<file path="src/design/scmd_pkg.sv">
`default_nettype none
package scmd_pkg;

    localparam int unsigned CMD_W   = 8;
    localparam int unsigned CNT_W   = 4;
    localparam int unsigned PHASE_W = 3;
    localparam int unsigned MODE_W  = 2;
    localparam int unsigned ACT_W   = 2;
    localparam int unsigned STAT_W  = 2;

    localparam logic [PHASE_W-1:0] PH_IDLE    = 3'd0;
    localparam logic [PHASE_W-1:0] PH_BASE    = 3'd1;
    localparam logic [PHASE_W-1:0] PH_SLEEP   = 3'd2;
    localparam logic [PHASE_W-1:0] PH_RECHECK = 3'd3;
    localparam logic [PHASE_W-1:0] PH_WRITE   = 3'd4;
    localparam logic [PHASE_W-1:0] PH_CHANGE  = 3'd5;

    localparam logic [MODE_W-1:0] MODE_START = 2'd0;
    localparam logic [MODE_W-1:0] MODE_READ  = 2'd1;
    localparam logic [MODE_W-1:0] MODE_WRITE = 2'd2;

    localparam logic [ACT_W-1:0] ACT_READ  = 2'd0;
    localparam logic [ACT_W-1:0] ACT_WRITE = 2'd1;
    localparam logic [ACT_W-1:0] ACT_DONE  = 2'd2;

    localparam logic [STAT_W-1:0] ST_OK     = 2'd0;
    localparam logic [STAT_W-1:0] ST_BUS    = 2'd1;
    localparam logic [STAT_W-1:0] ST_DEVICE = 2'd2;
    localparam logic [STAT_W-1:0] ST_TIMING = 2'd3;

    localparam logic [CMD_W-1:0] CHIPSTAT_BITS = 8'hE0;
    localparam logic [CMD_W-1:0] COUNTER_BITS  = 8'h0F;
    localparam logic [CMD_W-1:0] ERROR_BIT     = 8'h10;
    localparam logic [CMD_W-1:0] SLEEP_STATE   = 8'h20;
    localparam logic [CNT_W-1:0] TRIES_RESET   = 4'd5;

    typedef struct packed {
        logic [PHASE_W-1:0] phase;
        logic [CMD_W-1:0]   held_command;
        logic [CNT_W-1:0]   running_count;
        logic [CNT_W-1:0]   agreed_count;
        logic [CNT_W-1:0]   sleep_tries;
        logic [CNT_W-1:0]   loop_tries;
    } t_state;

    typedef struct packed {
        logic              valid;
        logic [ACT_W-1:0]  action;
        logic [CMD_W-1:0]  write_data;
        logic [STAT_W-1:0] status;
    } t_result;

endpackage
`default_nettype wire

</file>
<file path="src/design/scmd_core.sv">
`default_nettype none
module scmd_core (
    input  scmd_pkg::t_state               i_state,
    input  logic [scmd_pkg::CNT_W-1:0]     i_max_tries,
    input  logic [scmd_pkg::MODE_W-1:0]    i_mode,
    input  logic [scmd_pkg::CMD_W-1:0]     i_command_code,
    input  logic [scmd_pkg::CMD_W-1:0]     i_response_byte,
    input  logic                           i_bus_error,
    output scmd_pkg::t_state               o_state,
    output scmd_pkg::t_result              o_result
);
    import scmd_pkg::*;

    logic [CNT_W-1:0] cnt;
    logic [CNT_W-1:0] sleep_inc;
    logic [CNT_W-1:0] loop_inc;
    logic             sleep_out;
    logic             loop_out;

    assign cnt       = i_response_byte[CNT_W-1:0];
    assign sleep_inc = i_state.sleep_tries + 4'd1;
    assign loop_inc  = i_state.loop_tries + 4'd1;
    assign sleep_out = sleep_inc >= i_max_tries;
    assign loop_out  = loop_inc >= i_max_tries;

    always_comb begin
        o_state  = i_state;
        o_result = '0;
        case (i_mode)
            MODE_START: begin
                o_state.held_command = i_command_code;
                o_state.sleep_tries  = '0;
                o_state.loop_tries   = '0;
                o_state.phase        = PH_BASE;
                o_result.valid       = 1'b1;
                o_result.action      = ACT_READ;
            end
            MODE_WRITE: begin
                if (i_state.phase == PH_WRITE) begin
                    o_result.valid = 1'b1;
                    if (i_bus_error) begin
                        o_state.phase   = PH_IDLE;
                        o_result.action = ACT_DONE;
                        o_result.status = ST_BUS;
                    end else begin
                        o_state.loop_tries = '0;
                        o_state.phase      = PH_CHANGE;
                        o_result.action    = ACT_READ;
                    end
                end
            end
            MODE_READ: begin
                if (i_state.phase inside {PH_BASE, PH_SLEEP, PH_RECHECK, PH_CHANGE}) begin
                    o_result.valid  = 1'b1;
                    o_result.action = ACT_READ;
                    if (i_bus_error) begin
                        o_state.phase   = PH_IDLE;
                        o_result.action = ACT_DONE;
                        o_result.status = ST_BUS;
                    end else if ((i_response_byte & ERROR_BIT) != '0) begin
                        o_state.phase   = PH_IDLE;
                        o_result.action = ACT_DONE;
                        o_result.status = ST_DEVICE;
                    end else begin
                        case (i_state.phase)
                            PH_BASE: begin
                                o_state.running_count = cnt;
                                o_state.sleep_tries   = '0;
                                o_state.loop_tries    = '0;
                                o_state.phase         = PH_SLEEP;
                            end
                            PH_SLEEP: begin
                                if ((i_response_byte & CHIPSTAT_BITS) == SLEEP_STATE) begin
                                    o_state.phase = PH_RECHECK;
                                end else begin
                                    o_state.sleep_tries = sleep_inc;
                                    if (sleep_out) begin
                                        o_state.phase   = PH_IDLE;
                                        o_result.action = ACT_DONE;
                                        o_result.status = ST_TIMING;
                                    end
                                end
                            end
                            PH_RECHECK: begin
                                if (cnt == i_state.running_count) begin
                                    o_state.agreed_count = cnt;
                                    o_state.phase        = PH_WRITE;
                                    o_result.action      = ACT_WRITE;
                                    o_result.write_data  = i_state.held_command;
                                end else begin
                                    o_state.running_count = cnt;
                                    o_state.loop_tries    = loop_inc;
                                    if (loop_out) begin
                                        o_state.phase   = PH_IDLE;
                                        o_result.action = ACT_DONE;
                                        o_result.status = ST_TIMING;
                                    end else begin
                                        o_state.sleep_tries = '0;
                                        o_state.phase       = PH_SLEEP;
                                    end
                                end
                            end
                            default: begin
                                if (cnt != i_state.agreed_count) begin
                                    o_state.phase   = PH_IDLE;
                                    o_result.action = ACT_DONE;
                                    o_result.status = ST_OK;
                                end else begin
                                    o_state.loop_tries = loop_inc;
                                    if (loop_out) begin
                                        o_state.phase   = PH_IDLE;
                                        o_result.action = ACT_DONE;
                                        o_result.status = ST_TIMING;
                                    end
                                end
                            end
                        endcase
                    end
                end
            end
            default: begin
                o_result.valid = 1'b0;
            end
        endcase
    end

endmodule
`default_nettype wire

</file>
<file path="src/design/sensor_command_handshake.sv">
// sensor command sequencer, host side
// input stream: one word per completed bus access (or a start request)
//   tuser = mode (start, read done, write done), tdata = command, response, bus error
// output stream: one word per accepted input word that is expected in the
//   current phase, telling the host what to do next (read, write, finished+status)
// words whose mode does not fit the current phase are taken and dropped
// config channel: retry limit, 4 bits, write only while no sequence is in flight
// the result is registered: it appears on the output in the cycle after the input word is
//   taken; one input word per cycle is sustained while i_m_tready is high, limited by the
//   single output register
// the output register holds its word while i_m_tready is low; a new input word
//   is taken in that cycle only if the output register is empty or being drained
// reset (i_rst_n low, synchronous): sequencer idle, retry limit back to 5,
//   output empty
`default_nettype none
module sensor_command_handshake (
    input  logic        i_clk,
    input  logic        i_rst_n,
    input  logic        i_s_tvalid,
    output logic        o_s_tready,
    // [7:0] command_code, [15:8] response_byte, [16] bus_error, [23:17] zero
    input  logic [23:0] i_s_tdata,
    // [1:0] mode
    input  logic [scmd_pkg::MODE_W-1:0] i_s_tuser,
    output logic        o_m_tvalid,
    input  logic        i_m_tready,
    // [7:0] write_data, [9:8] status, [15:10] zero
    output logic [15:0] o_m_tdata,
    // [1:0] action
    output logic [scmd_pkg::ACT_W-1:0] o_m_tuser,
    input  logic        i_cfg_valid,
    output logic        o_cfg_ready,
    input  logic [scmd_pkg::CNT_W-1:0] i_cfg_data
);
    import scmd_pkg::*;

    t_state           r_state;
    t_state           n_state;
    t_result          step_res;
    logic [CNT_W-1:0] r_max_tries;
    logic             r_out_valid;
    logic [ACT_W-1:0] r_out_action;
    logic [CMD_W-1:0] r_out_wdata;
    logic [STAT_W-1:0] r_out_status;
    logic             s_accept;

    assign o_s_tready  = !r_out_valid || i_m_tready;
    assign s_accept    = i_s_tvalid && o_s_tready;
    assign o_cfg_ready = 1'b1;

    scmd_core u_core (
        .i_state         (r_state),
        .i_max_tries     (r_max_tries),
        .i_mode          (i_s_tuser),
        .i_command_code  (i_s_tdata[7:0]),
        .i_response_byte (i_s_tdata[15:8]),
        .i_bus_error     (i_s_tdata[16]),
        .o_state         (n_state),
        .o_result        (step_res)
    );

    always_ff @(posedge i_clk) begin
        if (!i_rst_n) begin
            r_state     <= '0;
            r_max_tries <= TRIES_RESET;
            r_out_valid <= 1'b0;
        end else begin
            if (i_cfg_valid) begin
                r_max_tries <= i_cfg_data;
            end
            if (s_accept) begin
                r_state     <= n_state;
                r_out_valid <= step_res.valid;
            end else if (i_m_tready) begin
                r_out_valid <= 1'b0;
            end
        end
    end

    // payload
    always_ff @(posedge i_clk) begin
        if (s_accept) begin
            r_out_action <= step_res.action;
            r_out_wdata  <= step_res.write_data;
            r_out_status <= step_res.status;
        end
    end

    assign o_m_tvalid = r_out_valid;
    assign o_m_tuser  = r_out_action;
    assign o_m_tdata  = {6'd0, r_out_status, r_out_wdata};

endmodule
`default_nettype wire

</file>
<file path="config.mk">
export PLATFORM = sky130hd
export DESIGN_NAME = sensor_command_handshake
export DESIGN_NICKNAME = d
export VERILOG_FILES = /design/src/design/scmd_pkg.sv /design/src/design/scmd_core.sv /design/src/design/sensor_command_handshake.sv
export SDC_FILE = /design/constraint.sdc
export NUM_CORES = 1
export LEC_CHECK = 0
export ABC_CLOCK_PERIOD_IN_PS = 3600
export BUFFER_PORTS_ARGS = -buffer_cell sky130_fd_sc_hd__buf_2
export CAP_MARGIN = 20
export CELL_PAD_IN_SITES_DETAIL_PLACEMENT = 0
export CELL_PAD_IN_SITES_GLOBAL_PLACEMENT = 1
export CORE_MARGIN = 2
export CORE_UTILIZATION = 44
export DETAILED_ROUTE_END_ITERATION = 8
export PLACE_DENSITY_LB_ADDON = 0.1
export REMOVE_ABC_BUFFERS = 1
export SETUP_SLACK_MARGIN = 0.3
export SYNTH_ARGS = -nofsm -noshare
export SYNTH_HDL_FRONTEND = slang
export SYNTH_SLANG_ARGS = --single-unit
</file>
<file path="constraint.sdc">
create_clock -name i_clk -period 3.6 [get_ports i_clk]
set_input_delay 1.08 -clock i_clk [delete_from_list [all_inputs] [get_ports i_clk]]
set_output_delay 1.08 -clock i_clk [all_outputs]
set_load 0.01 [all_outputs]
</file>
==> impl_metrics.env, run 1 <==
export IMPL_status="complete, no violations"
export IMPL_hold_end="r_state[7]"
export IMPL_drcViolationCount=0
export IMPL_initial_utilization=0.463
export IMPL_first_iter_violations=60
export IMPL_grt_total_usage=0.189
export IMPL_regToRegSetupSlack_ns=1.15
export IMPL_rsz0062_at_grt="no"
export IMPL_cts_hold_buffers=0
export IMPL_finalWirelength_mm=5.63
export IMPL_drtAntennaViolNets=0
export IMPL_die_h_um=80.8
export IMPL_synth_cell_types=60
export IMPL_die_area_sq_um=6530
export IMPL_leakage_nw=1.23
export IMPL_core_rowCount=27
export IMPL_p_per_area_nw_per_um2=339
export IMPL_end_kind="register"
export IMPL_timing_hold_worst_path_depth=2
export IMPL_final_min_clock_period_ns=2.75
export IMPL_cp_max_fo=6
export IMPL_clk_pin_slew_ns=0.08
export IMPL_hold_ws_ns=0.476
export IMPL_setup_viol=0
export IMPL_grt_pass1_vias=2025
export IMPL_final_layout_size_suffix_gt1_frac=0.212
export IMPL_syn_avg_cell_area_sq_um=9.48
export IMPL_async_flop_share=0
export IMPL_vias_per_cell=5.31
export IMPL_r2r_end="r_state[26]"
export IMPL_globalRouteOverflowTotal=0
export IMPL_fmax_mhz=364
export IMPL_hp_start="r_state[7]"
export IMPL_drv_slew=0
export IMPL_nets=364
export IMPL_cts_root_buf="clkbuf_8"
export IMPL_synth_edf_count=12
export IMPL_clockBufferDepth=2
export IMPL_synth_top_area_cell="dfxtp_1"
export IMPL_post_route_period_util=0.763
export IMPL_irDropWorstVdd_mv=0.227
export IMPL_cts_tree="yes"
export IMPL_path_cells="buf_2, inv_1, ha_1, nor4b_1, nand3_1, a211oi_2, mux2i_1, nor2_1"
export IMPL_synth_warning_count=0
export IMPL_synth_top_area_frac=0.247
export IMPL_cp_slowest_cell="a211oi_2"
export IMPL_grt_max_degree=24
export IMPL_synth_common_cells="dfxtp_1 (32), nor2_1 (25), mux2i_1 (24)"
export IMPL_cp_top_family="simple AND/OR/NAND/NOR gates"
export IMPL_synth_main_ff_cell="dfxtp_1"
export IMPL_cpPeakStageDelay_ns=0.51
export IMPL_core_sq_um=5610
export IMPL_synth_most_common_cell="dfxtp_1"
export IMPL_first_pass_iters=4
export IMPL_worstPathArrival_ns=2.91
export IMPL_gp_congestion=0.827
export IMPL_ys_seq_elements=44
export IMPL_cts_setup_buffers=0
export IMPL_die_w_um=80.8
export IMPL_clkLatencyLatePin_ns=0.31
export IMPL_clock_sinks=44
export IMPL_numCtsBuffers=5
export IMPL_io_pins=56
export IMPL_cp_required_ns=3.77
export IMPL_antenna_cells=0
export IMPL_seq_area_frac_synth=0.386
export IMPL_areaGrowthSynthToFinish_pct=13.4
export IMPL_start_kind="primary input"
export IMPL_r2r_cells=9
export IMPL_hold_viol=0
export IMPL_port_buffers=41
export IMPL_relSlewSlack=0.451
export IMPL_num_vias=2062
export IMPL_grt_pass1_wl_mm=9.47
export IMPL_cp_num_buf_inv=2
export IMPL_max_cap_viol_count=0
export IMPL_htree_levels=2
export IMPL_wire_per_inst_um=14.5
export IMPL_worst_pin_slew_ns=0.823
export IMPL_synth_area_sq_um=2600
export IMPL_setup_tns_ns=0
export IMPL_skew_ns=0.0101
export IMPL_crit_type="primary input to register"
export IMPL_ys_top_cells_by_area="dfxtp_1 (25%), edfxtp_1 (14%), mux2i_1 (9.3%)"
export IMPL_hold_path_class="register to register"
export IMPL_post_cts_resized=0
export IMPL_antenna_found_initial=0
export IMPL_synthesis_instances=274
export IMPL_dp_hpwl_mm=4.25
export IMPL_rr_startpoint="r_state[0]"
cell families (layout without fill, tap and decap cells):
kind of cell,Yosys count,in the layout,synth area share
flip-flops,44,44,0.386
AO/OA/AOI/OAI,48,48,0.137
adder cells (fa/ha/maj),14,14,0.0675
other,2,7,0.00289
buffers and inverters,28,65,0.0545
multiplexers,24,24,0.0925
XOR/XNOR,12,12,0.0405
AND/OR/NAND/NOR,102,102,0.219
cell type report:
| class | instances | area, sq um |
|---|---|---|
| timing repair buffer | 46 | 243 |
| sequential | 44 | 1000 |
| clock inverter | 2 | 15.0 |
| inverter | 11 | 41.3 |
| fill | 564 | 2660 |
| multi-input combinational | 207 | 1470 |
| tap | 72 | 90.1 |
| clock buffer | 6 | 82.6 |
flip-flops by register name (all words and copies together), names as in the netlist:
name          cells
r_state          27
r_max_tries       4
r_out_wdata       8
o_m_tuser         2
o_m_tvalid        1
r_out_status      2
through the flow:
stage	setup WS, ns	area [sq um]	util	power, mW	instances
global route	0.629	2950	0.525	1.04	388
floorplan	0.673	2510	-	0.619	262
finish	0.853	2950	0.525	0.998	388
CTS	0.876	2950	0.525	1.01	388
detailed placement	0.567	2850	0.508	0.672	380
global placement	0.574	2850	0.508	0.670	380
cell usage in the layout (no fill, tap or decap), drive strengths merged, types with 2 or more instances in the layout:
cell	instances
a21oi	9
nor2b	3
o221ai	2
nand3	11
xor2	2
o21ai	11
o21a	2
nand3b	3
ha	14
o311ai	3
xnor2	10
or3	2
and2	10
dfxtp	32
or2	3
o31ai	4
nand4	3
o211ai	2
edfxtp	12
and2b	2
nand2	19
nor2	25
conb	7
buf	46
inv	11
clkbuf	6
o22ai	4
nand2b	6
mux2i	24
or4b	2
clkinvlp	2
nor3	5
worst register-to-register path, stage by stage (launching register included):
cell and delay (ns):
dfxtp_1 0.43, ha_1 0.24, xor2_1 0.20, ha_1 0.25, nor3_1 0.24, nor2_1 0.09
a2111oi_1 0.46, buf_4 0.20, or3_4 0.12, o31ai_1 0.07
power breakdown:
| group | internal, mW | total (mW) | switching (mW) | leakage [nW] |
|---|---|---|---|---|
| Sequential | 0.521 | 0.529 | 0.00842 | 0.383 |
| Clock | 0.155 | 0.338 | 0.183 | 0.0434 |
| Combinational | 0.0526 | 0.131 | 0.0783 | 0.808 |
per-layer routing:
layer  share of wire  global-route usage  vias up  wire length, um
met5               0                   0        -                0
met4           0.015              0.0661        0               87
met3           0.041              0.0411        8              229
met2            0.46               0.312       35             2610
met1            0.48               0.246      970             2710
li1                -                   -     1049                -
worst max path at each step:
stage | depth (start not counted) | to | slack [ns] | from
finish | 8 | r_state[12] | 0.85 | i_s_tuser[1]
global route | 8 | r_state[12] | 0.63 | i_s_tuser[1]
CTS | 8 | r_state[3] | 0.88 | i_s_tuser[1]
detailed placement | 8 | r_state[1] | 0.57 | i_s_tuser[1]
global placement | 8 | r_state[14] | 0.57 | i_s_tuser[1]
floorplan | 7 | r_state[26] | 0.67 | i_s_tuser[1]
(Power assumes the default switching activity.)
==> run 2: changes to the inputs <==
--- a/config.mk
+++ b/config.mk
@@ -5,13 +5,13 @@
 export SDC_FILE = /design/constraint.sdc
 export NUM_CORES = 1
 export LEC_CHECK = 0
-export ABC_CLOCK_PERIOD_IN_PS = 3600
+export ABC_CLOCK_PERIOD_IN_PS = 2500
 export BUFFER_PORTS_ARGS = -buffer_cell sky130_fd_sc_hd__buf_2
 export CAP_MARGIN = 20
 export CELL_PAD_IN_SITES_DETAIL_PLACEMENT = 0
 export CELL_PAD_IN_SITES_GLOBAL_PLACEMENT = 1
 export CORE_MARGIN = 2
-export CORE_UTILIZATION = 44
+export CORE_UTILIZATION = 37
 export DETAILED_ROUTE_END_ITERATION = 8
 export PLACE_DENSITY_LB_ADDON = 0.1
 export REMOVE_ABC_BUFFERS = 1
==> constraint.sdc (replaced) <==
create_clock -name i_clk -period 2.5 [get_ports i_clk]
set_input_delay 0.75 -clock i_clk [delete_from_list [all_inputs] [get_ports i_clk]]
set_output_delay 0.75 -clock i_clk [all_outputs]
set_load 0.01 [all_outputs]
==> impl_metrics.env, run 2 (synthesis gave the netlist of run 1 again) <==
export IMPL_first_iter_violations=69
export IMPL_finalWirelength_mm=6.16
export IMPL_fill_cells=647
export IMPL_grt_pass1_vias=1968
export IMPL_stdcell_count=428
export IMPL_numCtsBuffers=5
export IMPL_worstPathArrival_ns=2.44
export IMPL_layout_common_cells="buf_2 (41), dfxtp_1 (28), nor2_1 (24), mux2i_1 (24), buf_4 (21)"
export IMPL_antenna_found_initial=0
export IMPL_drtAntennaViolNets=0
export IMPL_largest_register_ffs=27
export IMPL_reg_largest_list="r_state (27), r_out_wdata (8), r_max_tries (4)"
export IMPL_wire_per_inst_um=14.4
export IMPL_stdcell_area_sq_um=3280
export IMPL_hold_viol=0
export IMPL_setup_viol=0
export IMPL_cts_root_buf="clkbuf_8"
export IMPL_gp_congestion=0.774
export IMPL_max_cap_viol_count=0
export IMPL_clock_sinks=44
export IMPL_intPower_mw=1.06
export IMPL_drcViolationCount=0
export IMPL_grt_total_usage=0.162
export IMPL_port_buffers=41
export IMPL_die_w_um=87.8
export IMPL_num_vias=2114
export IMPL_post_route_period_util=0.871
export IMPL_first_pass_iters=4
export IMPL_io_pins=56
export IMPL_pwr_share_comb=0.151
export IMPL_cts_hold_buffers=0
export IMPL_final_min_clock_period_ns=2.18
export IMPL_core_rowCount=30
export IMPL_leakage_nw=1.34
export IMPL_placed_area_sq_um=2980
export IMPL_end_kind="register"
export IMPL_core_sq_um=6790
export IMPL_hold_path_class="register to register"
export IMPL_fmax_mhz=459
export IMPL_skew_ns=0.0133
export IMPL_fin_util=0.483
export IMPL_p_clk_frac=0.333
export IMPL_post_place_cells=418
export IMPL_htree_levels=2
export IMPL_start_kind="primary input"
export IMPL_clk_pin_slew_ns=0.10
export IMPL_final_common_cell="buf_2"
export IMPL_status="complete, no violations"
export IMPL_place_ws_ns=-0.0492
export IMPL_largest_register="r_state"
export IMPL_die_area_sq_um=7700
export IMPL_path_cells="buf_2, inv_1, ha_2, buf_4, nor4bb_2, nand3_1, a21oi_2, or3_4, o211a_1"
export IMPL_globalRouteOverflowTotal=0
export IMPL_irDropWorstVdd_mv=0.233
export IMPL_clkLatencyLatePin_ns=0.30
export IMPL_vias_per_cell=4.94
export IMPL_setup_ws_ns=0.324
export IMPL_cpPeakStageDelay_ns=0.36
export IMPL_cp_required_ns=2.76
export IMPL_cts_tree="yes"
export IMPL_grt_pass1_wl_mm=9.63
export IMPL_cp_max_fo=13
export IMPL_hold_ws_ns=0.479
export IMPL_crit_type="primary input to register"
export IMPL_rsz0062_at_grt="yes"
export IMPL_dp_hpwl_mm=4.50
export IMPL_drv_slew=0
export IMPL_p_switching_mw=0.407
export IMPL_initial_utilization=0.382
export IMPL_nets=380
export IMPL_cp_slowest_cell="nor4bb_2"
export IMPL_clockBufferDepth=2
export IMPL_areaGrowthSynthToFinish_pct=26.5
export IMPL_grt_max_degree=19
export IMPL_final_layout_size_suffix_gt1_frac=0.328
export IMPL_p_per_area_nw_per_um2=448
export IMPL_sequentialPowerShare=0.516
export IMPL_antenna_cells=0
export IMPL_swShare=0.277
export IMPL_die_h_um=87.8
-- run 2: changes by cell type in the layout (fill, tap and decap cells not counted), moves of 3 or more --
cell	delta
dfxtp_4	+3
ha_1	-4
dfxtp_1	-4
o311ai_0	-3
nor3_1	-3
buf_4	+16
-- run 2: path summary, 6_finish.rpt --
kind,slack (ns),endpoint,depth (start not counted),from
setup / recovery,0.32,r_state[24],9,i_s_tuser[1]
hold / removal,0.48,r_state[7],2,r_state[7]
setup reg to reg,0.33,r_state[24],9,r_state[2]
hold reg to reg,0.48,r_state[7],2,r_state[7]
-- run 2: through the flow --
step / setup TNS, ns / power, mW
after floorplan: -0.283 / 0.892
after global placement: -0.230 / 0.982
after detailed placement: -0.334 / 0.981
after CTS: 0 / 1.49
after global routing: 0 / 1.54
final: 0 / 1.47
-- run 2: layer usage --
metal,GRT usage,part of all wire,up-vias
li1,-,-,1079
met1,0.228,0.48,992
met2,0.258,0.47,37
met3,0.0302,0.038,6
met4,0.0378,0.014,0
met5,0,0,-
-- run 2: power by group through the flow --
stage / Sequential [mW] / Combinational [mW] / Clock [mW]
detailed placement: 0.778 / 0.203 / 0
finish: 0.759 / 0.222 / 0.490
floorplan: 0.781 / 0.111 / 0
global route: 0.762 / 0.246 / 0.534
global placement: 0.778 / 0.204 / 0
CTS: 0.762 / 0.211 / 0.516
-- run 2: repair_timing --
item | 4_1_cts | 5_1_grt
resized for setup | 11 | 31
setup endpoints to repair | 11 | 14
pin swaps | 2 | 9
buffers inserted | 0 | 2
-- run 2: critical path: cells and delay by family --
kind                       cells  cell delay [ns]
and+or+nand+nor                3             0.70
AOI/OAI and AO/OA              2             0.39
adders and majority gates      1             0.20
buffers and inverters          3             0.38
-- run 2: layout make-up --
cell class	instances	area, sq um	share of cell area
inverter	11	41.3	0.0126
timing repair buffer	62	363	0.110
multi-input combinational	207	1650	0.502
clock buffer	6	82.6	0.0251
tap	96	120	0.0366
clock inverter	2	15.0	0.00457
sequential	44	1010	0.309
==> run 3: changes to the inputs <==
--- a/config.mk
+++ b/config.mk
@@ -5,13 +5,14 @@
 export SDC_FILE = /design/constraint.sdc
 export NUM_CORES = 1
 export LEC_CHECK = 0
+export ABC_AREA = 1
 export ABC_CLOCK_PERIOD_IN_PS = 2500
 export BUFFER_PORTS_ARGS = -buffer_cell sky130_fd_sc_hd__buf_2
 export CAP_MARGIN = 20
 export CELL_PAD_IN_SITES_DETAIL_PLACEMENT = 0
 export CELL_PAD_IN_SITES_GLOBAL_PLACEMENT = 1
 export CORE_MARGIN = 2
-export CORE_UTILIZATION = 37
+export CORE_UTILIZATION = 35
 export DETAILED_ROUTE_END_ITERATION = 8
 export PLACE_DENSITY_LB_ADDON = 0.1
 export REMOVE_ABC_BUFFERS = 1
==> impl_metrics.env, run 3 <==
export IMPL_grt_total_usage=0.149
export IMPL_leakage_nw=1.44
export IMPL_synth_warning_count=0
export IMPL_gp_congestion=0.859
export IMPL_largest_register="r_state"
export IMPL_core_rowCount=31
export IMPL_drtAntennaViolNets=0
export IMPL_ys_top_cells_by_area="dfxtp_1 (25%), edfxtp_1 (14%), nand2_1 (13%)"
export IMPL_layout_common_cells="nand2_1 (85), inv_1 (56), nor2_1 (45)"
export IMPL_synth_area_mux_share=0
export IMPL_grt_max_degree=17
export IMPL_fmax_mhz=486
export IMPL_synth_top_area_frac=0.249
export IMPL_max_cap_viol_count=0
export IMPL_drcViolationCount=0
export IMPL_reg_largest_list="r_state (27), r_out_wdata (8), r_max_tries (4)"
export IMPL_start_kind="register"
export IMPL_largest_register_ffs=27
export IMPL_skew_ns=0.00666
export IMPL_die_w_um=89.8
export IMPL_synth_most_common_cell="nand2_1"
export IMPL_globalRouteOverflowTotal=0
export IMPL_status="complete, no violations"
export IMPL_die_area_sq_um=8060
export IMPL_synth_top_family_by_area="simple AND/OR/NAND/NOR gates"
export IMPL_cts_tree="yes"
export IMPL_setup_viol=0
export IMPL_clk_pin_slew_ns=0.09
export IMPL_synth_xor_area_frac=0.0204
export IMPL_vias_per_cell=4.48
export IMPL_dp_hpwl_mm=4.59
export IMPL_port_buffers=41
export IMPL_hold_viol=0
export IMPL_synth_edf_count=12
export IMPL_numCtsBuffers=5
export IMPL_placed_area_sq_um=2880
export IMPL_first_pass_iters=4
export IMPL_synth_compound_area_frac=0.111
export IMPL_nets=466
export IMPL_cts_root_buf="clkbuf_8"
export IMPL_syn_avg_cell_area_sq_um=6.98
export IMPL_synth_area_sq_um=2570
export IMPL_clock_sinks=44
export IMPL_antenna_cells=0
export IMPL_antenna_found_initial=0
export IMPL_areaGrowthSynthToFinish_pct=19.4
export IMPL_synthesis_instances=369
export IMPL_first_iter_violations=61
export IMPL_final_min_clock_period_ns=2.06
export IMPL_core_sq_um=7180
export IMPL_seq_area_frac_synth=0.389
export IMPL_synthAdderAreaFrac=0.0680
export IMPL_p_per_area_nw_per_um2=520
export IMPL_final_layout_size_suffix_gt1_frac=0.187
export IMPL_grt_pass1_vias=2117
export IMPL_clkLatencyLatePin_ns=0.30
export IMPL_rsz0062_at_grt="no"
export IMPL_post_route_period_util=0.823
export IMPL_cts_hold_buffers=0
export IMPL_die_h_um=89.8
export IMPL_ys_seq_elements=44
export IMPL_drv_slew=0
export IMPL_io_pins=56
export IMPL_clockBufferDepth=2
export IMPL_final_common_cell="nand2_1"
export IMPL_grt_pass1_wl_mm=9.94
export IMPL_synth_cell_types=28
export IMPL_fill_cells=776
export IMPL_setup_tns_ns=0
export IMPL_synth_simple_gate_area_frac=0.293
export IMPL_htree_levels=2
export IMPL_irDropWorstVdd_mv=0.250
export IMPL_synth_main_ff_cell="dfxtp_1"
export IMPL_finalWirelength_mm=5.95
export IMPL_stdcell_area_sq_um=3080
export IMPL_initial_utilization=0.359
export IMPL_cp_max_fo=4
export IMPL_cp_required_ns=2.54
export IMPL_async_flop_share=0
export IMPL_synth_top_area_cell="dfxtp_1"
export IMPL_end_kind="register"
export IMPL_num_vias=2314
export IMPL_worstPathArrival_ns=2.10
export IMPL_hold_path_class="register to register"
export IMPL_crit_type="register to register"
export IMPL_synth_common_cells="nand2_1 (86), inv_1 (56), nor2_1 (46)"
export IMPL_wire_per_inst_um=11.5
run 3: power by group:
part / switching [mW] / internal [mW] / total [mW]
sequential: 0.0150 / 0.758 / 0.772
clock: 0.273 / 0.301 / 0.575
combinational: 0.160 / 0.0912 / 0.251
total: 0.448 / 1.15 / 1.60
run 3: cell type report:
type                            instances  area, sq um  share of cell area
Timing Repair Buffer                   47          250              0.0814
Multi-Input combinational cell        261         1360               0.441
Clock inverter                          3         46.3              0.0151
Sequential cell                        44         1010               0.328
Inverter                               58          219              0.0712
Tap cell                               99          124              0.0403
Clock buffer                            5         68.8              0.0224
run 3: worst max-delay path, stage by stage, from the launching register on:
cell and delay [ns]:
dfxtp_1 0.42, nand3_1 0.15, xnor2_2 0.18, ha_1 0.29, a21o_1 0.18, a21oi_1 0.19
nand2b_1 0.17, nand3_1 0.09, nand2_1 0.07, a21oi_1 0.06
run 3: path summary, 6_finish.rpt:
kind | startpoint | to | slack, ns | depth (start not counted)
worst max-delay path | r_state[4] | r_out_status[0] | 0.44 | 9
worst min-delay path | r_state[19] | r_state[19] | 0.46 | 2
worst max register to register | r_state[4] | r_out_status[0] | 0.44 | 9
worst min register to register | r_state[19] | r_state[19] | 0.46 | 2
run 3: kinds of logic (layout without fill, tap and decap cells):
kind of cell,count (synthesis),after routing
and+or+nand+nor,178,178
buffers and inverters,69,113
AOI/OAI and AO/OA,56,56
DFF,44,44
adders and majority gates,14,14
xor gates and xnor gates,6,6
other,2,7
run 3: metal layers:
metal / routed length [um] / share of wire / up-vias / global-route usage
met2: 2650 / 0.45 / 42 / 0.238
li1: - / - / 1257 / -
met4: 65 / 0.011 / 0 / 0.0385
met1: 3020 / 0.51 / 1009 / 0.208
met5: 0 / 0 / - / 0
met3: 203 / 0.034 / 6 / 0.0302
run 3: timing repair:
| item | CTS | global route |
|---|---|---|
| setup endpoints to repair | 0 | 10 |
| setup buffers | 0 | 1 |
| resized for setup | 0 | 17 |
run 3: stage by stage:
| step | power, mW | hold slack, ns | instances | util | setup slack (ns) |
|---|---|---|---|---|---|
| 5_1_grt | 1.69 | 0.473 | 517 | 0.429 | 0.296 |
| 6_report | 1.60 | 0.458 | 517 | 0.429 | 0.442 |
| 3_3_place_gp | 1.04 | 0.438 | 508 | 0.402 | 0.277 |
| 3_5_place_dp | 1.04 | 0.447 | 508 | 0.402 | 0.245 |
| 2_1_floorplan | 0.949 | 0.429 | 363 | - | 0.445 |
| 4_1_cts | 1.61 | 0.461 | 516 | 0.418 | 0.320 |
